===== src/rtl/amau_pkg.sv =====
// Shared types and constants of the multiply-accumulate unit.
`timescale 1ns / 1ps
package amau_pkg;

  localparam int unsigned WordW = 32;
  localparam int unsigned DWordW = 2 * WordW;
  localparam int unsigned HalfW = WordW / 2;
  // signed operand is one bit wider than a word; a half slice is one bit wider than a half
  localparam int unsigned OpW = WordW + 1;
  localparam int unsigned SliceW = HalfW + 1;
  localparam int unsigned PartW = OpW + SliceW;

  // mode bits that travel alongside the datapath
  typedef struct packed {
    logic is_long;
    logic upd_flags;
  } ctl_t;

endpackage


===== src/rtl/amau_mul.sv =====
// Multiplier stages: two signed partial products, then their combination.
`timescale 1ns / 1ps
module amau_mul
  import amau_pkg::*;
(
  input  logic                clk_i,
  input  logic                rst_ni,
  input  logic                valid_i,
  output logic                stall_o,
  input  logic                action_i,
  input  logic                signed_mode_i,
  input  logic                accumulate_i,
  input  logic                update_flags_i,
  input  logic [WordW-1:0]    operand_m_i,
  input  logic [WordW-1:0]    operand_s_i,
  input  logic [WordW-1:0]    acc_low_i,
  input  logic [WordW-1:0]    acc_high_i,
  output logic                valid_o,
  input  logic                stall_i,
  output ctl_t                ctl_o,
  output logic [DWordW-1:0]   prod_o,
  output logic [DWordW-1:0]   acc_o
);

  logic                     v1_q, v2_q;
  logic                     en1, en2;
  ctl_t                     ctl1_q, ctl2_q;
  logic signed [PartW-1:0]  pp_lo_d, pp_lo_q;
  logic signed [PartW-1:0]  pp_hi_d, pp_hi_q;
  logic [DWordW-1:0]        acc1_d, acc1_q, acc2_q;
  logic [DWordW-1:0]        prod_d, prod_q;
  logic signed [OpW-1:0]    m_ext, s_ext;
  logic signed [SliceW-1:0] s_lo, s_hi;
  logic                     sx;

  assign en2     = !v2_q || !stall_i;
  assign en1     = !v1_q || en2;
  assign stall_o = !en1;

  // sign extension only for signed long multiplies; the low word is sign-agnostic
  assign sx    = action_i & signed_mode_i;
  assign m_ext = $signed({sx & operand_m_i[WordW-1], operand_m_i});
  assign s_ext = $signed({sx & operand_s_i[WordW-1], operand_s_i});
  assign s_lo  = $signed({1'b0, operand_s_i[HalfW-1:0]});
  assign s_hi  = s_ext[OpW-1:HalfW];

  assign pp_lo_d = PartW'(m_ext) * PartW'(s_lo);
  assign pp_hi_d = PartW'(m_ext) * PartW'(s_hi);

  always_comb begin
    acc1_d = '0;
    if (accumulate_i) begin
      acc1_d[WordW-1:0] = acc_low_i;
      if (action_i) begin
        acc1_d[DWordW-1:WordW] = acc_high_i;
      end
    end
  end

  assign prod_d = {{(DWordW-PartW){pp_lo_q[PartW-1]}}, pp_lo_q}
                + ({{(DWordW-PartW){pp_hi_q[PartW-1]}}, pp_hi_q} << HalfW);

  always_ff @(posedge clk_i or negedge rst_ni) begin
    if (!rst_ni) begin
      v1_q <= 1'b0;
      v2_q <= 1'b0;
    end else begin
      if (en1) v1_q <= valid_i;
      if (en2) v2_q <= v1_q;
    end
  end

  always_ff @(posedge clk_i) begin
    if (en1 && valid_i) begin
      ctl1_q  <= '{is_long: action_i, upd_flags: update_flags_i};
      pp_lo_q <= pp_lo_d;
      pp_hi_q <= pp_hi_d;
      acc1_q  <= acc1_d;
    end
    if (en2 && v1_q) begin
      ctl2_q <= ctl1_q;
      prod_q <= prod_d;
      acc2_q <= acc1_q;
    end
  end

  assign valid_o = v2_q;
  assign ctl_o   = ctl2_q;
  assign prod_o  = prod_q;
  assign acc_o   = acc2_q;

endmodule


===== src/rtl/amau_acc.sv =====
// Accumulate stage and flag/result output register.
`timescale 1ns / 1ps
module amau_acc
  import amau_pkg::*;
(
  input  logic               clk_i,
  input  logic               rst_ni,
  input  logic               valid_i,
  output logic               stall_o,
  input  ctl_t               ctl_i,
  input  logic [DWordW-1:0]  prod_i,
  input  logic [DWordW-1:0]  acc_i,
  output logic               valid_o,
  input  logic               stall_i,
  output logic [WordW-1:0]   result_low_o,
  output logic [WordW-1:0]   result_high_o,
  output logic               write_high_o,
  output logic               flags_update_o,
  output logic               flag_neg_o,
  output logic               flag_zero_o
);

  logic               v3_q, v4_q;
  logic               en3, en4;
  ctl_t               ctl3_q;
  logic [DWordW-1:0]  sum_q;
  logic [WordW-1:0]   res_hi_d;
  logic               neg_d, zero_d;
  logic [WordW-1:0]   res_lo_q, res_hi_q;
  logic               wr_hi_q, upd_q, neg_q, zero_q;

  assign en4     = !v4_q || !stall_i;
  assign en3     = !v3_q || en4;
  assign stall_o = !en3;

  // short mode keeps only the low word; its carry is dropped
  always_comb begin
    if (ctl3_q.is_long) begin
      res_hi_d = sum_q[DWordW-1:WordW];
      neg_d    = sum_q[DWordW-1];
      zero_d   = (sum_q == '0);
    end else begin
      res_hi_d = '0;
      neg_d    = sum_q[WordW-1];
      zero_d   = (sum_q[WordW-1:0] == '0);
    end
  end

  always_ff @(posedge clk_i or negedge rst_ni) begin
    if (!rst_ni) begin
      v3_q <= 1'b0;
      v4_q <= 1'b0;
    end else begin
      if (en3) v3_q <= valid_i;
      if (en4) v4_q <= v3_q;
    end
  end

  always_ff @(posedge clk_i) begin
    if (en3 && valid_i) begin
      ctl3_q <= ctl_i;
      sum_q  <= prod_i + acc_i;
    end
    if (en4 && v3_q) begin
      res_lo_q <= sum_q[WordW-1:0];
      res_hi_q <= res_hi_d;
      wr_hi_q  <= ctl3_q.is_long;
      upd_q    <= ctl3_q.upd_flags;
      neg_q    <= ctl3_q.upd_flags & neg_d;
      zero_q   <= ctl3_q.upd_flags & zero_d;
    end
  end

  assign valid_o        = v4_q;
  assign result_low_o   = res_lo_q;
  assign result_high_o  = res_hi_q;
  assign write_high_o   = wr_hi_q;
  assign flags_update_o = upd_q;
  assign flag_neg_o     = neg_q;
  assign flag_zero_o    = zero_q;

endmodule


===== src/rtl/arm_multiply_accumulate_unit_top.sv =====
// Top level of the ARM multiply-accumulate datapath (MUL/MLA/UMULL/UMLAL/SMULL/SMLAL).
//
// Input channel: in_valid_i / in_stall_o with one transaction per multiply:
//   mode bits, operand_m, operand_s and the accumulator words acc_low/acc_high.
// Output channel: out_valid_o / out_stall_i, one result transaction per input:
//   result_low/high, write_high (long mode), flags_update and the N/Z flags.
// A transaction moves on a rising edge with valid high and stall low.
//
// Four register stages: partial products (m times each half of s),
// product combine, 64-bit accumulate, flag evaluation into the output register.
// Throughput is one transaction per cycle while out_stall_i is low; the 33x17
// partial-product multipliers set the critical path.
//
// Each stage holds a valid bit and advances when it is empty or the stage after
// it advances, so a stall at the output backs up stage by stage with nothing
// lost or repeated; in_stall_o rises only when all four stages are full and
// out_stall_i is high. Reset (rst_ni low, asynchronous) empties the pipeline;
// the block holds no other state, and in_stall_o is low straight after reset.
`timescale 1ns / 1ps
module arm_multiply_accumulate_unit_top
  import amau_pkg::*;
(
  input  logic              clk_i,
  input  logic              rst_ni,
  input  logic              in_valid_i,
  output logic              in_stall_o,
  input  logic              action_i,
  input  logic              signed_mode_i,
  input  logic              accumulate_i,
  input  logic              update_flags_i,
  input  logic [WordW-1:0]  operand_m_i,
  input  logic [WordW-1:0]  operand_s_i,
  input  logic [WordW-1:0]  acc_low_i,
  input  logic [WordW-1:0]  acc_high_i,
  output logic              out_valid_o,
  input  logic              out_stall_i,
  output logic [WordW-1:0]  result_low_o,
  output logic [WordW-1:0]  result_high_o,
  output logic              write_high_o,
  output logic              flags_update_o,
  output logic              flag_neg_o,
  output logic              flag_zero_o
);

  // handshake between multiplier and accumulate halves
  logic               mid_valid;
  logic               mid_stall;
  ctl_t               mid_ctl;
  logic [DWordW-1:0]  mid_prod;
  logic [DWordW-1:0]  mid_acc;

  amau_mul u_mul (
    .clk_i          (clk_i),
    .rst_ni         (rst_ni),
    .valid_i        (in_valid_i),
    .stall_o        (in_stall_o),
    .action_i       (action_i),
    .signed_mode_i  (signed_mode_i),
    .accumulate_i   (accumulate_i),
    .update_flags_i (update_flags_i),
    .operand_m_i    (operand_m_i),
    .operand_s_i    (operand_s_i),
    .acc_low_i      (acc_low_i),
    .acc_high_i     (acc_high_i),
    .valid_o        (mid_valid),
    .stall_i        (mid_stall),
    .ctl_o          (mid_ctl),
    .prod_o         (mid_prod),
    .acc_o          (mid_acc)
  );

  amau_acc u_acc (
    .clk_i          (clk_i),
    .rst_ni         (rst_ni),
    .valid_i        (mid_valid),
    .stall_o        (mid_stall),
    .ctl_i          (mid_ctl),
    .prod_i         (mid_prod),
    .acc_i          (mid_acc),
    .valid_o        (out_valid_o),
    .stall_i        (out_stall_i),
    .result_low_o   (result_low_o),
    .result_high_o  (result_high_o),
    .write_high_o   (write_high_o),
    .flags_update_o (flags_update_o),
    .flag_neg_o     (flag_neg_o),
    .flag_zero_o    (flag_zero_o)
  );

endmodule

===== config.mk =====
export PLATFORM = sky130hd
export DESIGN_NAME = arm_multiply_accumulate_unit_top
export DESIGN_NICKNAME = d
export VERILOG_FILES = /design/src/rtl/amau_pkg.sv /design/src/rtl/amau_mul.sv /design/src/rtl/amau_acc.sv /design/src/rtl/arm_multiply_accumulate_unit_top.sv
export SDC_FILE = /design/constraint.sdc
export NUM_CORES = 2
export LEC_CHECK = 0
export ABC_AREA = 1
export BUFFER_PORTS_ARGS = -buffer_cell sky130_fd_sc_hd__buf_2
export CORE_UTILIZATION = 40
export DETAILED_ROUTE_END_ITERATION = 10
export MAX_ROUTING_LAYER = met4
export PLACE_DENSITY_LB_ADDON = 0.05
export REMOVE_ABC_BUFFERS = 1
export SLEW_MARGIN = 20
export SYNTH_ARGS = -nofsm -noshare
export SYNTH_HDL_FRONTEND = slang
export SYNTH_SLANG_ARGS = --single-unit

===== constraint.sdc =====
create_clock -name clk_i -period 10.78 [get_ports clk_i]
set_clock_uncertainty 0.2 [all_clocks]
set_input_delay 2.156 -clock clk_i [delete_from_list [all_inputs] [get_ports clk_i]]
set_output_delay 2.156 -clock clk_i [all_outputs]
set_load 0.02 [all_outputs]

==> results.md <==
* First-pass GRT wire length at 326 mm
* Max-capacitance violation count at 0
* Share of cells above drive strength 1 at 6.53%
* Worst-skew pair later-pin latency at 0.62 ns
* Hold crit path type: reg2reg
* FF-to-FF End: u_mul.prod_o[62]
* DRC at 0
* Crit-path max FO at 31
* Crit. End Element: flop
* CTS buffer count at 48
* Unrepaired setup endpoints after global routing: no
* Final ANT Viol Nets at 0
* EDFF count, synth at 428
* Async SR Flop Fraction at less than 1%
* R2R depth at 13
* Pins over their slew limit at 0
* Worst EP required at 10.95 ns
* DP Wirelength at 180 mm
* Vias per cell at 4.77
* Ports at 206
* WP data arrival at 8.71 ns
* Worst setup path endpoint: u_mul.pp_hi_q[44]
* IO Port Bufs at 205
* CTS H-tree lvls at 2
* # hold bufs at CTS at 0
* # resized after CTS at 0
* Wire per inst at 20.1 um
* Final min period at 8.53 ns
* Cell Area, Synth at 64900 um^2
* Distinct cells, synth at 43
* Die footprint at 164000 um^2
* Max Clock Freq at 0.117 GHz
* CTS Buffer Depth at 3
* Final WL at around 210 mm
* Worst setup path start: action_i
* Slew Limit Headroom at between 20% and 30%
* PnR worst setup slack at 2.25 ns
* Pin count of the biggest net entering global routing at 131
* Post-Place Cells at 10580
* R2R Path Start: u_mul.pp_lo_q[16]
* Prevailing post-synth register cell: edfxtp_1
* Hold depth at 0
* CP Launch Type: input port
* Vias in the first global route at 52845
* Die Span X at 405 um
* DRT iter0 DRCs at 3162
* Setup violators final at 0
* Finished Layout Cells at 10671
* Num rows at 147
* Grt ovf at 0
* Final hold slack at roughly 0.21 ns
* Status: complete, no violations
* Total setup buffers inserted after CTS at 0
* Synth Warn # at 0
* Total clock sinks at 432
* Seq cells post-synth at ~430
* First-pass DRT Iterations at 5
* Clock slew at reported path FFs at approximately 0.06 ns
* Routed vias at between 50000 and 60000
* CTS tree: done
* Antenna violations before repair at 4
* Final Cycle Share at about four fifths
* Die Ht at 405 um
* Fin Setup TNS at 0 ns
* Synth Area per Inst at 7.73 um^2
* Synth Instances at roughly 8400
* Worst slack at placement at roughly 1.7 ns
* Initial Utilization at 40.3%
* Type of the worst setup path: in2reg
* R2R Setup Slk at 7.48 ns
* CTS Root Buffer Type: clkbuf_16
* Core area at 161000 um^2
* Placer Congestion at approximately 1
* Final hold violations at 0
* Total GRT Usage at 27.5%
* P&R area growth vs syn at 7.82%
* Net count, final at approximately 10000
* Seq/Total Area, Yosys at approximately 20%
* Least-Margin Pin Slew at 1.10 ns
[metal layers]
layer	part of all wire [%]	GRT usage, %	up-vias
met1	46	37.2	25046
met3	4.6	2.32	248
met2	47	44.5	1262
met4	3.0	7.05	0
met5	0	-	-
li1	-	-	24391
[cell type report]
| type | count | area, um^2 |
|---|---|---|
| diodes | 2 | 5.00 |
| clock buffers | 53 | 1220 |
| clock inverters | 36 | 465 |
| fillers | 16674 | 90800 |
| inverters | 2434 | 9140 |
| multi-input cells | 5280 | 41900 |
| flip-flops and latches | 432 | 13000 |
| well taps | 2160 | 2700 |
| repair buffers | 274 | 1580 |
[layout by cell type (no fill, tap or decap), types with 68 or more instances in the layout]
cell / n
a21oi_1: 196
buf_2: 205
edfxtp_1: 428
fa_1: 1027
ha_1: 343
inv_1: 2421
nand2_1: 2582
nand2_2: 68
nand3_1: 203
nand4_1: 71
nor2_1: 372
xor2_1: 94
[kinds of logic (layout without fill, tap and decap cells)]
family / after synthesis / count (layout) / synth area share, %
other cells: 0 / 2 / 0
simple gates: 3475 / 3475 / 22.0
xor+xnor: 114 / 114 / 1.54
buf+inv: 2681 / 2797 / 15.5
compound gates: 321 / 321 / 2.69
flops: 432 / 432 / 20.0
fa+ha+maj: 1370 / 1370 / 38.3
[worst max-delay path: stages]
cell     delay (ns)
buf_2          0.18
nand2_2        0.32
nor2_4         0.39
inv_1          0.07
buf_4          0.29
or2_2          0.37
fa_1           0.46
fa_1           0.50
inv_1          0.05
fa_1           0.45
fa_1           0.41
fa_1           0.52
inv_1          0.05
fa_1           0.47
inv_1          0.04
ha_1           0.35
a21oi_1        0.32
nor2_1         0.07
nor2_1         0.34
o21ai_0        0.29
nand2_1        0.15
nand2_1        0.08
nand2_1        0.12
nand3_1        0.07
nand2_1        0.06
nand2_1        0.05
[synthesized netlist by cell type, types with 2 or more instances]
cell type	number	area, um^2
xor2_1	94	823
nor2_4	17	191
nand3_2	16	160
a21oi_1	197	986
o211ai_1	2	15.0
nor2_1	374	1400
edfxtp_1	428	12900
nand3b_1	5	37.5
o21ai_2	3	26.3
nand3_1	203	1020
nor3_1	25	125
nor4_1	18	113
a21oi_2	2	17.5
o21ai_0	60	300
ha_1	343	4290
o21bai_1	33	248
or2_2	6	37.5
xnor2_1	20	175
o21ai_1	13	65.1
inv_1	2422	9090
buf_2	2	10.0
clkbuf_1	244	916
nor3_2	9	90.1
clkinv_1	3	11.3
dfrtp_1	4	100
nand2_2	68	425
a21boi_0	7	52.6
nor2_2	66	413
and3_1	10	62.6
fa_1	1027	20600
nand2_1	2582	9690
nand4_1	71	444
inv_2	9	33.8
[stage by stage]
step | util [%] | cell area, um^2
finish | 43.5 | 69900
floorplan | - | 63900
global placement | 42.5 | 68200
detailed placement | 42.5 | 68200
CTS | 43.5 | 69900
global route | 43.5 | 69900
[worst min-delay path by stage]
stage | from | endpoint | slack [ns]
finish | u_mul.acc1_q[60] | u_mul.acc_o[60] | 0.21
global route | u_mul.pp_lo_q[7] | u_mul.prod_o[7] | 0.22
CTS | u_mul.acc1_q[60] | u_mul.acc_o[60] | 0.22
detailed placement | u_mul.acc1_q[45] | u_mul.acc_o[45] | 0.20
global placement | u_mul.acc1_q[54] | u_mul.acc_o[54] | 0.20
floorplan | u_mul.ctl_o[0] | u_acc.ctl3_q[0] | 0.20
[flip-flops by register name, indices dropped and copies added (netlist names), 2 cells and up]
signal	flops
u_mul.ctl1_q	2
u_mul.acc_o	64
u_mul.prod_o	64
u_mul.acc1_q	64
u_mul.ctl_o	2
u_mul.pp_hi_q	48
u_acc.result_low_o	32
u_acc.sum_q	64
u_mul.pp_lo_q	50
u_acc.ctl3_q	2
u_acc.result_high_o	32
Power is not shown: default switching activity piles up to over one toggle a cycle in this logic, so the estimate is an artifact.
